`config.mk`:
```
export PLATFORM = sky130hd
export DESIGN_NAME = sd_emmc_card_init_sequencer_flat
export DESIGN_NICKNAME = d
export VERILOG_FILES = /design/src/hw/rtl/sdci_pkg.sv /design/src/hw/rtl/sdci_chan_if.sv /design/src/hw/rtl/sdci_csd_decode.sv /design/src/hw/rtl/sd_emmc_card_init_sequencer.sv /design/src/flat_wrapper.sv
export SDC_FILE = /design/constraint.sdc
export NUM_CORES = 1
export LEC_CHECK = 0
export BUFFER_PORTS_ARGS = -buffer_cell sky130_fd_sc_hd__buf_4
export CORE_MARGIN = 1
export CORE_UTILIZATION = 45
export CTS_BUF_LIST = sky130_fd_sc_hd__clkbuf_16
export CTS_CLUSTER_DIAMETER = 40
export DETAILED_ROUTE_END_ITERATION = 12
export PLACE_DENSITY = 0.67
export SLEW_MARGIN = 10
export SYNTH_ARGS = -nofsm -noshare
export SYNTH_HDL_FRONTEND = slang
export SYNTH_SLANG_ARGS = --single-unit
```
`constraint.sdc`:
```
create_clock -name clk -period 6 [get_ports clk]
set_input_delay 0.6 -clock clk [delete_from_list [all_inputs] [get_ports clk]]
set_output_delay 0.6 -clock clk [all_outputs]
set_load 0.05 [all_outputs]
```
`src/hw/rtl/sdci_pkg.sv`:
```
// Shared types and constants of the SD/eMMC card bring-up sequencer.
package sdci_pkg;

	// Sequencer phases
	localparam logic [3:0] PH_IDLE   = 4'd0;
	localparam logic [3:0] PH_GOIDLE = 4'd1;
	localparam logic [3:0] PH_IFCOND = 4'd2;
	localparam logic [3:0] PH_APP    = 4'd3;
	localparam logic [3:0] PH_ACMD41 = 4'd4;
	localparam logic [3:0] PH_OPCOND = 4'd5;
	localparam logic [3:0] PH_CID    = 4'd6;
	localparam logic [3:0] PH_RCA    = 4'd7;
	localparam logic [3:0] PH_CSD    = 4'd8;
	localparam logic [3:0] PH_SELECT = 4'd9;
	localparam logic [3:0] PH_BLKLEN = 4'd10;
	localparam logic [3:0] PH_READY  = 4'd11;
	localparam logic [3:0] PH_FAILED = 4'd12;
	localparam logic [3:0] PH_NEVER  = 4'd13;

	// Response types
	localparam logic [1:0] RSP_NONE = 2'd0;
	localparam logic [1:0] RSP_136  = 2'd1;
	localparam logic [1:0] RSP_48   = 2'd2;
	localparam logic [1:0] RSP_48B  = 2'd3;

	// Status codes
	localparam logic [1:0] ST_BUSY   = 2'd0;
	localparam logic [1:0] ST_READY  = 2'd1;
	localparam logic [1:0] ST_FAILED = 2'd2;
	localparam logic [1:0] ST_NEVER  = 2'd3;

	// Input actions
	localparam logic ACT_START   = 1'b0;
	localparam logic ACT_OUTCOME = 1'b1;

	// Command indexes
	localparam logic [5:0] CMD_RESET_CARD = 6'd0;
	localparam logic [5:0] CMD_SEND_OP    = 6'd1;
	localparam logic [5:0] CMD_ALL_CID    = 6'd2;
	localparam logic [5:0] CMD_REL_ADDR   = 6'd3;
	localparam logic [5:0] CMD_PICK_CARD  = 6'd7;
	localparam logic [5:0] CMD_IF_COND    = 6'd8;
	localparam logic [5:0] CMD_GET_CSD    = 6'd9;
	localparam logic [5:0] CMD_BLOCK_LEN  = 6'd16;
	localparam logic [5:0] ACMD_SD_OP     = 6'd41;
	localparam logic [5:0] CMD_APP        = 6'd55;

	// Arguments and masks
	localparam logic [31:0] ARG_IF_COND   = 32'h0000_01AA;
	localparam logic [7:0]  IF_COND_ECHO  = 8'hAA;
	localparam logic [31:0] ARG_SD_VOLT   = 32'h00FF_8000;
	localparam logic [31:0] ARG_SD_HCS    = 32'h4000_0000;
	localparam logic [31:0] ARG_EMMC_OP   = 32'h40FF_8000;
	localparam logic [31:0] ARG_BLOCK_LEN = 32'd512;
	localparam logic [15:0] EMMC_RCA      = 16'd1;
	localparam logic [11:0] TRIES_RESET   = 12'd2000;

	typedef struct packed {
		logic        action;
		logic        cmd_ok;
		logic [31:0] resp_word0;
		logic [31:0] resp_word1;
		logic [31:0] resp_word2;
		logic [31:0] resp_word3;
	} sdci_in_t;

	typedef struct packed {
		logic        issue;
		logic [13:0] cmd_word;
		logic [31:0] cmd_arg;
		logic        wait_data_free;
		logic [1:0]  status;
		logic        block_mode;
		logic        emmc_card;
		logic [15:0] card_address;
		logic [32:0] capacity_blocks;
	} sdci_out_t;

endpackage

```
`src/hw/rtl/sdci_chan_if.sv`:
```
// Valid/ready channels for command outcomes and issued commands.
interface sdci_outcome_if import sdci_pkg::*; ();
	logic     valid;
	logic     ready;
	sdci_in_t data;

	modport source (output valid, output data, input ready);
	modport sink (input valid, input data, output ready);
endinterface

interface sdci_command_if import sdci_pkg::*; ();
	logic      valid;
	logic      ready;
	sdci_out_t data;

	modport source (output valid, output data, input ready);
	modport sink (input valid, input data, output ready);
endinterface

```
`src/hw/rtl/sdci_csd_decode.sv`:
```
// CSD capacity decoder: card size in 512-byte blocks for CSD version 1 and 2.
module sdci_csd_decode import sdci_pkg::*; (
	input  logic [31:0] csd_word0,
	input  logic [31:0] csd_word1,
	input  logic [31:0] csd_word2,
	input  logic [31:0] csd_word3,
	output logic [32:0] size_blocks
);

	logic [22:0] c_v2;
	logic [12:0] c_v1;
	logic [4:0]  shamt;
	logic [36:0] bytes_v1;

	// Version 2: (C_SIZE + 1) * 1024 blocks
	assign c_v2 = 23'(csd_word1[29:8]) + 23'd1;

	// Version 1: (C_SIZE + 1) << (C_SIZE_MULT + 2 + block length exponent) bytes
	assign c_v1     = 13'({csd_word2[1:0], csd_word1[31:22]}) + 13'd1;
	assign shamt    = 5'({csd_word1[1:0], csd_word0[31]}) + 5'd2 + 5'(csd_word2[11:8]);
	assign bytes_v1 = 37'(c_v1) << shamt;

	// Pick by CSD structure; any nonzero structure decodes as version 2
	always_comb begin
		if (csd_word3[23:22] != 2'd0) begin
			size_blocks = {c_v2, 10'd0};
		end else begin
			size_blocks = 33'(bytes_v1[36:9]);
		end
	end

endmodule

```
`src/hw/rtl/sd_emmc_card_init_sequencer.sv`:
```
// Top level: SD/eMMC card bring-up sequencer, outcome in, next command out.
// An accepted item passes through the input register and then the result register.
// Throughput: one item per cycle while the command side takes results; the whole phase step is one combinational pass.
// A stalled result holds in the result register while one more item waits in the input register.
// Reset: phase idle, card record cleared, op_cond_tries back to 2000, both registers empty.
module sd_emmc_card_init_sequencer import sdci_pkg::*; (
	input  logic         clk,
	input  logic         arst_n,
	input  logic         cfg_wr_en,
	input  logic [11:0]  cfg_wr_data,
	sdci_outcome_if.sink   outcome,
	sdci_command_if.source command
);

	// Config and state registers
	logic [11:0] tries_q;
	logic [3:0]  phase_q;
	logic        emmc_q;
	logic        spec_v2_q;
	logic [11:0] attempt_q;
	logic        block_q;
	logic [15:0] rca_q;
	logic [32:0] size_q;

	// Input and result registers
	logic        valid_s1;
	sdci_in_t    item_s1;
	logic        out_valid_q;
	sdci_out_t   out_q;

	// Next values
	logic [3:0]  phase_d;
	logic        emmc_d;
	logic        spec_v2_d;
	logic [11:0] attempt_d;
	logic        block_d;
	logic [15:0] rca_d;
	logic [32:0] size_d;
	logic        issue_d;
	logic [5:0]  idx_d;
	logic [31:0] arg_d;
	logic [1:0]  rsp_d;
	logic        ichk_d;
	logic        op_try;
	logic [1:0]  status_d;
	logic [32:0] csd_size;
	sdci_out_t   result_d;
	logic        adv;

	// Advance the input register into the result register when the slot is free
	assign adv           = valid_s1 && (!out_valid_q || command.ready);
	assign outcome.ready = !valid_s1 || adv;

	sdci_csd_decode u_csd (
		.csd_word0   (item_s1.resp_word0),
		.csd_word1   (item_s1.resp_word1),
		.csd_word2   (item_s1.resp_word2),
		.csd_word3   (item_s1.resp_word3),
		.size_blocks (csd_size)
	);

	// Phase step
	always_comb begin
		phase_d   = phase_q;
		emmc_d    = emmc_q;
		spec_v2_d = spec_v2_q;
		attempt_d = attempt_q;
		block_d   = block_q;
		rca_d     = rca_q;
		size_d    = size_q;
		issue_d   = 1'b0;
		idx_d     = CMD_RESET_CARD;
		arg_d     = 32'd0;
		rsp_d     = RSP_NONE;
		ichk_d    = 1'b0;
		op_try    = 1'b0;

		if (item_s1.action == ACT_START) begin
			emmc_d    = 1'b0;
			spec_v2_d = 1'b0;
			attempt_d = 12'd0;
			block_d   = 1'b0;
			rca_d     = 16'd0;
			size_d    = 33'd0;
			issue_d   = 1'b1;
			phase_d   = PH_GOIDLE;
		end else begin
			case (phase_q)
				PH_GOIDLE: begin
					issue_d = 1'b1;
					idx_d   = CMD_IF_COND;
					arg_d   = ARG_IF_COND;
					rsp_d   = RSP_48;
					ichk_d  = 1'b1;
					phase_d = PH_IFCOND;
				end
				PH_IFCOND: begin
					spec_v2_d = item_s1.cmd_ok && (item_s1.resp_word0[7:0] == IF_COND_ECHO);
					attempt_d = 12'd0;
					op_try    = 1'b1;
				end
				PH_APP, PH_ACMD41, PH_OPCOND: begin
					if (!item_s1.cmd_ok) begin
						// First SD failure falls back to eMMC; others fail
						if (phase_q != PH_OPCOND && attempt_q == 12'd0) begin
							emmc_d    = 1'b1;
							attempt_d = 12'd1;
							op_try    = 1'b1;
						end else begin
							phase_d = PH_FAILED;
						end
					end else if (phase_q == PH_APP) begin
						issue_d = 1'b1;
						idx_d   = ACMD_SD_OP;
						arg_d   = (spec_v2_q ? ARG_SD_HCS : 32'd0) | ARG_SD_VOLT;
						rsp_d   = RSP_48;
						phase_d = PH_ACMD41;
					end else if (item_s1.resp_word0[31]) begin
						block_d = item_s1.resp_word0[30];
						issue_d = 1'b1;
						idx_d   = CMD_ALL_CID;
						rsp_d   = RSP_136;
						phase_d = PH_CID;
					end else begin
						attempt_d = attempt_q + 12'd1;
						op_try    = 1'b1;
					end
				end
				PH_CID: begin
					if (!item_s1.cmd_ok) begin
						phase_d = PH_FAILED;
					end else begin
						if (emmc_q) begin
							rca_d = EMMC_RCA;
							arg_d = {EMMC_RCA, 16'd0};
						end
						issue_d = 1'b1;
						idx_d   = CMD_REL_ADDR;
						rsp_d   = RSP_48;
						ichk_d  = 1'b1;
						phase_d = PH_RCA;
					end
				end
				PH_RCA: begin
					if (!item_s1.cmd_ok) begin
						phase_d = PH_FAILED;
					end else begin
						if (!emmc_q) begin
							rca_d = item_s1.resp_word0[31:16];
						end
						issue_d = 1'b1;
						idx_d   = CMD_GET_CSD;
						arg_d   = {rca_d, 16'd0};
						rsp_d   = RSP_136;
						phase_d = PH_CSD;
					end
				end
				PH_CSD: begin
					if (!item_s1.cmd_ok) begin
						phase_d = PH_FAILED;
					end else begin
						size_d  = csd_size;
						issue_d = 1'b1;
						idx_d   = CMD_PICK_CARD;
						arg_d   = {rca_q, 16'd0};
						rsp_d   = RSP_48B;
						ichk_d  = 1'b1;
						phase_d = PH_SELECT;
					end
				end
				PH_SELECT: begin
					if (!item_s1.cmd_ok) begin
						phase_d = PH_FAILED;
					end else if (!block_q) begin
						issue_d = 1'b1;
						idx_d   = CMD_BLOCK_LEN;
						arg_d   = ARG_BLOCK_LEN;
						rsp_d   = RSP_48;
						ichk_d  = 1'b1;
						phase_d = PH_BLKLEN;
					end else begin
						phase_d = PH_READY;
					end
				end
				PH_BLKLEN: begin
					phase_d = item_s1.cmd_ok ? PH_READY : PH_FAILED;
				end
				default: begin
				end
			endcase

			// Start the next op-cond attempt, or give up when tries run out
			if (op_try) begin
				if (attempt_d >= tries_q) begin
					phase_d = PH_NEVER;
				end else if (emmc_d) begin
					issue_d = 1'b1;
					idx_d   = CMD_SEND_OP;
					arg_d   = ARG_EMMC_OP;
					rsp_d   = RSP_48;
					phase_d = PH_OPCOND;
				end else begin
					issue_d = 1'b1;
					idx_d   = CMD_APP;
					arg_d   = 32'd0;
					rsp_d   = RSP_48;
					ichk_d  = 1'b1;
					phase_d = PH_APP;
				end
			end
		end
	end

	// Status from the new phase
	always_comb begin
		case (phase_d)
			PH_READY:  status_d = ST_READY;
			PH_FAILED: status_d = ST_FAILED;
			PH_NEVER:  status_d = ST_NEVER;
			default:   status_d = ST_BUSY;
		endcase
	end

	// Build the result item
	always_comb begin
		result_d.issue           = issue_d;
		result_d.cmd_word        = {idx_d, 3'd0, ichk_d, (rsp_d != RSP_NONE), 1'b0, rsp_d};
		result_d.cmd_arg         = arg_d;
		result_d.wait_data_free  = (rsp_d == RSP_48B);
		result_d.status          = status_d;
		result_d.block_mode      = block_d;
		result_d.emmc_card       = emmc_d;
		result_d.card_address    = rca_d;
		result_d.capacity_blocks = size_d;
	end

	// Config register
	always_ff @(posedge clk or negedge arst_n) begin
		if (!arst_n) begin
			tries_q <= TRIES_RESET;
		end else if (cfg_wr_en) begin
			tries_q <= cfg_wr_data;
		end
	end

	// Input register
	always_ff @(posedge clk or negedge arst_n) begin
		if (!arst_n) begin
			valid_s1 <= 1'b0;
		end else if (outcome.ready) begin
			valid_s1 <= outcome.valid;
		end
	end

	always_ff @(posedge clk) begin
		if (outcome.valid && outcome.ready) begin
			item_s1 <= outcome.data;
		end
	end

	// Sequencer state and result valid
	always_ff @(posedge clk or negedge arst_n) begin
		if (!arst_n) begin
			phase_q     <= PH_IDLE;
			emmc_q      <= 1'b0;
			spec_v2_q   <= 1'b0;
			attempt_q   <= 12'd0;
			block_q     <= 1'b0;
			rca_q       <= 16'd0;
			size_q      <= 33'd0;
			out_valid_q <= 1'b0;
		end else begin
			if (adv) begin
				phase_q   <= phase_d;
				emmc_q    <= emmc_d;
				spec_v2_q <= spec_v2_d;
				attempt_q <= attempt_d;
				block_q   <= block_d;
				rca_q     <= rca_d;
				size_q    <= size_d;
			end
			if (adv) begin
				out_valid_q <= 1'b1;
			end else if (command.ready) begin
				out_valid_q <= 1'b0;
			end
		end
	end

	// Result register
	always_ff @(posedge clk) begin
		if (adv) begin
			out_q <= result_d;
		end
	end

	assign command.valid = out_valid_q;
	assign command.data  = out_q;

	// A start item always leaves the sequencer waiting on CMD0 with a clean record
	a_start_clears: assert property (@(posedge clk) disable iff (!arst_n)
		adv && item_s1.action == ACT_START |=>
		phase_q == PH_GOIDLE && attempt_q == 12'd0 && !emmc_q && size_q == 33'd0)
		else $error("start item did not reset the sequence");

	// CMD1 polling only happens for a card taken as eMMC
	a_opcond_emmc: assert property (@(posedge clk) disable iff (!arst_n)
		phase_q == PH_OPCOND |-> emmc_q)
		else $error("CMD1 phase without eMMC flag");

	// A waiting item is never dropped while the result side is stalled
	a_s1_holds: assert property (@(posedge clk) disable iff (!arst_n)
		valid_s1 && !adv |=> valid_s1 && $stable(item_s1))
		else $error("input register lost its item");

	// Only the select command waits for the data line
	a_busy_is_select: assert property (@(posedge clk) disable iff (!arst_n)
		out_valid_q && out_q.wait_data_free |->
		out_q.issue && out_q.cmd_word[13:8] == CMD_PICK_CARD)
		else $error("busy wait on a command other than select");

endmodule

```
`src/flat_wrapper.sv`:
```
// flat-port wrapper written by rule: the top's interface ports become plain ports
module sd_emmc_card_init_sequencer_flat import sdci_pkg::*;
  (clk, arst_n, cfg_wr_en, cfg_wr_data, outcome_valid, outcome_data, outcome_ready, command_valid, command_data, command_ready);
  sdci_outcome_if outcome_i ();
  sdci_command_if command_i ();
  input  logic clk;
  input  logic arst_n;
  input  logic cfg_wr_en;
  input  logic [11:0] cfg_wr_data;
  input wire logic [$bits(outcome_i.valid)-1:0] outcome_valid;
  input wire logic [$bits(outcome_i.data)-1:0] outcome_data;
  output wire logic [$bits(outcome_i.ready)-1:0] outcome_ready;
  output wire logic [$bits(command_i.valid)-1:0] command_valid;
  output wire logic [$bits(command_i.data)-1:0] command_data;
  input wire logic [$bits(command_i.ready)-1:0] command_ready;
  assign outcome_i.valid = outcome_valid;
  assign outcome_i.data = outcome_data;
  assign outcome_ready = outcome_i.ready;
  assign command_valid = command_i.valid;
  assign command_data = command_i.data;
  assign command_i.ready = command_ready;
  sd_emmc_card_init_sequencer u_core (.clk(clk), .arst_n(arst_n), .cfg_wr_en(cfg_wr_en), .cfg_wr_data(cfg_wr_data), .outcome(outcome_i), .command(command_i));
endmodule
```
Word level (Yosys, flattened, before mapping):

Index checks and enable logic that the tools add are counted.

* bits in registers: 281
* output and inout port bits: 103

* add/subtract/negate cells: 5
* magnitude comparators: 1
* eq/ne operators: 17
* shift-type cells: 1
* muxes and demuxes: 103
* reduce and logical (&&, ||, !) cells: 16

Operators with widths (count)
* two-way mux 32 bit: 8
* one-hot mux 32 bit (6 select lines): 1
* two-way mux 33 bit: 4
* two-way mux 16 bit: 5
* two-way mux 12 bit: 6
* two-way mux 31 bit: 2
* two-way mux 4 bit: 10
* left shift 13 x 5 -> 37 bit: 1
* two-way mux 6 bit: 6
* one-hot mux 6 bit (6 select lines): 1
* two-way mux 1 bit: 33
* one-hot mux 16 bit (2 select lines): 1
* one-hot mux 4 bit (7 select lines): 1
* == test 4 bit (second input constant): 6
* one-hot mux 12 bit (2 select lines): 1
* adder 22 x 1 -> 23 bit (second input constant): 1
* two-way mux 2 bit: 11
* two-way mux 17 bit: 1
* == test 4 x 3 -> 1 bit (second input constant): 4
* two-way mux 3 bit: 5
* adder 12 x 1 -> 13 bit (second input constant): 1
* adder 12 x 1 -> 12 bit (second input constant): 1
* greater-or-equal comparator 12 bit: 1
* zero test 12 bit: 1
* 22 further kinds: 31

Longest topological paths before layout:

* depth after elaboration: 12
* mapped depth: 17
* gate-level depth less buffers: 16

Modules after synthesis:

From an unflattened synthesis, not the netlist that was laid out.

* cells, all modules: 1329
* area total of the unflattened synthesis: 14697.8 um2

By module, submodules not included
* sd_emmc_card_init_sequencer: times used 1, cells an instance 965, area each 12413.2 um2
* sdci_csd_decode: times used 1, cells an instance 364, area each 2284.7 um2

Least setup slack after synthesis:

Ideal clock, no wire load.

* path kind: register to register
* from: register u_core.out_valid_q, in the netlist u_core.command.valid
* to: register u_core.out_q (netlist bit u_core.command.data[0]), enable pin
* arrival: 3.460 ns
* required time: 5.519 ns
* setup slack: 2.059 ns
* cell stages (with the launch flop): 5
* path buffers: 1
* period minus slack after synthesis: 3.941 ns
* cell sequence: dfrtp_1 -> nand2b_1 -> nand2_1 -> inv_2 -> buf_1

* word-level cells in the longest chain between the ends: 3

Ends and longest elaborated chain
* start: declaration: line sd_emmc_card_init_sequencer.sv:28 `logic out_valid_q;`
* start signal: assignment: line sd_emmc_card_init_sequencer.sv:271 `out_valid_q <= 1'b0;`
* start signal: assignment: line sd_emmc_card_init_sequencer.sv:283 `out_valid_q <= 1'b1;`
* start signal: assignment: line sd_emmc_card_init_sequencer.sv:285 `out_valid_q <= 1'b0;`
* zero test 1 bit: line sd_emmc_card_init_sequencer.sv:51 `assign adv = valid_s1 && (!out_valid_q || command.ready);`
* logical OR 1 bit: line sd_emmc_card_init_sequencer.sv:51
* logical AND 1 bit: line sd_emmc_card_init_sequencer.sv:51
* via u_core.adv: line sd_emmc_card_init_sequencer.sv:48 `logic adv;`
* end signal: assignment: line sd_emmc_card_init_sequencer.sv:293 `out_q <= result_d;`
* end: declaration: line sd_emmc_card_init_sequencer.sv:29 `sdci_out_t out_q;`

The timed path passes the listed nets, and every way through them passes these cells.
A chain may end at the register's enable or synchronous reset.

==> out/qor.csv <==
stage,metric,value,unit
status,outcome,"complete, no violations",
routing,num_vias,10175,
place,gp_congestion,0.918,
global_routing,antenna_found_initial,0,
timing,skew,0.0479,ns
global_routing,grt-busiest-layer,met2,
synthesis,yosysUniqueCellTypes,93,
routing,drc,0,
setup_path,path_depth,12,
routing,wl_per_cell,19.2,µm
layout,layout_common_cells,"194 x nand2_1, 188 x buf_4, 144 x edfxtp_1",
timing,slew_viol_final,0,
power,p_per_area,357,mW/mm²
power,cell_internal_pwr,3.36,mW
clock_tree,clockBufferDepth,3,
routing,routed_wl,33000,µm
global_routing,grt_max_degree,61,
setup_path,startpoint_type,flip-flop,
synthesis,yosys_most_used_dff,edfxtp_1,
setup_path,path_class,flip-flop to flip-flop,
clock_tree,clock-sinks,226,
die,io_pins,250,
setup_path,required,6.34,ns
setup_path,path_delay_family,simple AND/OR/NAND/NOR gates,
setup_path,reg2reg_depth,12,
power,comb_power_share,30.0,%
routing,drtAntennaViolNets,0,
clock_tree,htree_levels,1,
setup_path,cp_max_fo,21,
timing,fin_crit,4.85,ns
die,start_util,45.7,%
global_routing,grt_pass1_wl,52200,µm
synthesis,synth-seq-cells,226,
layout,drive_gt1_share,20.6,%
global_routing,grtUsageMet2,39.1,%
routing,drtPass1Iterations,6,
timing,fin_tns_setup,0,ns
timing,hold_viol,0,
global_routing,grt_pass1_vias,9555,
worst_hold_path,hold_class,primary input to flip-flop,
power,power_leakage,5.78,nW
setup_path,cp_cell_sequence,"and4bb_2, nor4_1, and4_1, a21oi_1, a31oi_1, ha_1, a211o_1, a221oi_1, o221ai_2, nand3_1, a21oi_1, or2_1",
synthesis,ys_seq_area_share,51.9,%
synthesis,synth_area,0.0123,mm²
synthesis,yosys_warnings,0,
layout,area_growth,19.6,%
timing,setup_violations,0,
setup_path,critPathLaunch,u_core.phase_q[2]$_DFFE_PN0P_,
place,port_buffers,166,
setup_path,cp_num_buf_inv,0,
global_routing,met1_usage,31.1,%
global_routing,track_usage,23.3,%
clock_tree,cts-root-buf,clkbuf_16,
synthesis,ys_async_sr_fraction,36.3,%
synthesis,synth_top_family_by_area,compound AO/OA/AOI/OAI gates,
timing,post-route-period-util,80.8,%
place,placed_area,0.0137,mm²
synthesis,netlist_instances,1216,
synthesis,synth.area.mux_share,2.42,%
synthesis,synth.avg_cell_area,10.1,µm²
setup_path,crit_path_frequent_cell,a21oi_1,
timing,rsz0062_at_grt,no,
layout,nFillCells,2311,
die,die-area,0.0280,mm²
setup_path,cp-end-kind,flip-flop,
layout,fin_area,0.0147,mm²
die,core-area,0.0269,mm²
layout,nNetsFinal,1521,
global_routing,grt_overflow,0,
synthesis,synth_edf_count,144,
die,die_h,167,µm
place,hpwl,22500,µm
synthesis,synth_xor_xnor_area_share,1.78,%
power,p_clk_share,33.0,%
clock_tree,clk_pin_slew_worst_paths,0.06,ns
power,p_sw_share,36.1,%
setup_path,worstPathArrival,5.19,ns
setup_path,worstReg2RegEnd,u_core.command.data[89]$_DFFE_PP_,
power,switchingPower,1.89,mW
clock_tree,tritoncts,done,
power,sequentialPowerShare,37.0,%
die,die_w,167,µm
clock_tree,numCtsBuffers,31,
power,ir_drop,224,µV
synthesis,synthAdderAreaFrac,2.40,%
clock_tree,insertion_delay,0.58,ns
synthesis,synthSimpleGateAreaFrac,17.4,%
layout,antenna_cells,0,
setup_path,critPathSlowestCell,dfrtp_1,
synthesis,synth-compound-area-share,19.0,%
setup_path,cpPeakStageDelay,0.72,ns
global_routing,grt.met3_usage,3.31,%
setup_path,worstReg2RegStart,u_core.phase_q[2]$_DFFE_PN0P_,
setup_path,ff2ff_setup_slack,1.15,ns
routing,drt-initial-drc-count,938,
run,maxCapViolations,0,
clock_tree,post_cts_buffers,0,
timing,slew_headroom,26.5,%
timing,max_freq,206,MHz
layout,final_common_cell,nand2_1,
die,rows,60,
routing,viasPerCell,5.93,
timing,tightest_slew,1.10,ns
setup_path,cp-endpoint,u_core.command.data[89]$_DFFE_PP_,
-- synth_stat cells (all sizes together) (9+ instances only) --
library cell	n	area (µm²)
a211oi	9	67.6
a22o	20	175
nand4	16	100
mux2	11	124
o31ai	17	128
inv	32	120
nor3	22	115
a32o	14	140
xnor2	14	123
a22oi	37	278
xor2	11	96.3
nor2	83	319
and2	9	56.3
ha	22	275
and3	13	86.3
clkbuf	54	203
buf	45	292
dfrtp	76	1900
nand2	195	732
nor4	15	100
a21oi	60	308
nand2b	14	87.6
o21ai	98	490
nor2b	9	56.3
nand3	31	173
edfxtp	144	4320
-- what timing repair did --
item / CTS / global route
resized for setup: 0 / 0
endpoints found under the hold margin: 29 / 0
hold buffers: 1 / 0
endpoints found under the setup margin: 0 / 0
-- per-stage QoR --
stage	worst slack [ns]	power, mW	util [%]	instances	hold slack (ns)
floorplan	2.06	3.08	-	1228	0.304
global route	0.794	5.47	54.7	1717	0.182
CTS	1.21	5.26	54.7	1717	0.180
global placement	1.30	3.52	51.0	1658	0.461
finish	1.15	5.25	54.7	1717	0.191
detailed placement	1.24	3.52	51.0	1658	0.468
-- final cells by class --
| type | instances | area (µm²) | area share [%] |
|---|---|---|---|
| clock inverters | 27 | 218 | 1.48 |
| flip-flops and latches | 226 | 6380 | 43.4 |
| repair buffers | 189 | 1420 | 9.67 |
| well taps | 341 | 427 | 2.90 |
| inverters | 33 | 126 | 0.860 |
| clock buffers | 31 | 776 | 5.28 |
| multi-input cells | 870 | 5350 | 36.4 |
-- power groups by stage --
stage	Combinational (mW)	Clock (mW)	Sequential, mW
2_1_floorplan	0.921	0	2.16
3_3_place_gp	1.55	0	1.97
3_5_place_dp	1.56	0	1.97
4_1_cts	1.56	1.76	1.94
5_1_grt	1.69	1.82	1.96
6_report	1.58	1.73	1.94
-- flip-flops by register name, indices dropped and copies added (netlist names) --
signal / cells
u_core.tries_q: 12
u_core.phase_q: 4
u_core.emmc_q: 1
u_core.item_s1: 60
u_core.rca_q: 16
u_core.spec_v2_q: 1
u_core.valid_s1: 1
u_core.command.data: 84
u_core.size_q: 33
u_core.block_q: 1
u_core.attempt_q: 12
u_core.command.valid: 1
-- cells by family after synthesis --
family,count (synthesis)
adders and majority gates,23
DFF,226
other,1
and+or+nand+nor,447
muxes,23
buffers and inverters,132
AOI/OAI and AO/OA,339
xor gates and xnor gates,25
-- per-layer routing --
metal / vias to the layer above / routed length, µm
li1: 4789 / -
met1: 4923 / 14100
met2: 404 / 16000
met3: 59 / 2020
met4: 0 / 889
met5: - / 0
-- worst register-to-register path, cell delays in order, from the launching register on --
cell and delay [ns]:
dfrtp_1 0.72, and4bb_2 0.33, nor4_1 0.62, and4_1 0.37
a21oi_1 0.08, a31oi_1 0.23, ha_1 0.31, a211o_1 0.31
a221oi_1 0.45, o221ai_2 0.35, nand3_1 0.42, a21oi_1 0.16
or2_1 0.25
-- worst min-delay path by stage --
stage | startpoint | end | slack (ns) | cells past startpoint
after floorplan | arst_n | u_core.attempt_q[0]$_DFFE_PN0P_ | 0.30 | 0
after global placement | u_core.size_q[9]$_DFFE_PN0P_ | u_core.size_q[9]$_DFFE_PN0P_ | 0.46 | 2
after detailed placement | u_core.size_q[9]$_DFFE_PN0P_ | u_core.size_q[9]$_DFFE_PN0P_ | 0.47 | 2
after CTS | outcome_data[117] | u_core.item_s1[117]$_DFFE_PP_ | 0.18 | 1
after global routing | outcome_data[117] | u_core.item_s1[117]$_DFFE_PP_ | 0.18 | 1
final | outcome_data[117] | u_core.item_s1[117]$_DFFE_PP_ | 0.19 | 1
No activity file was read; power rests on OpenSTA's default activity.
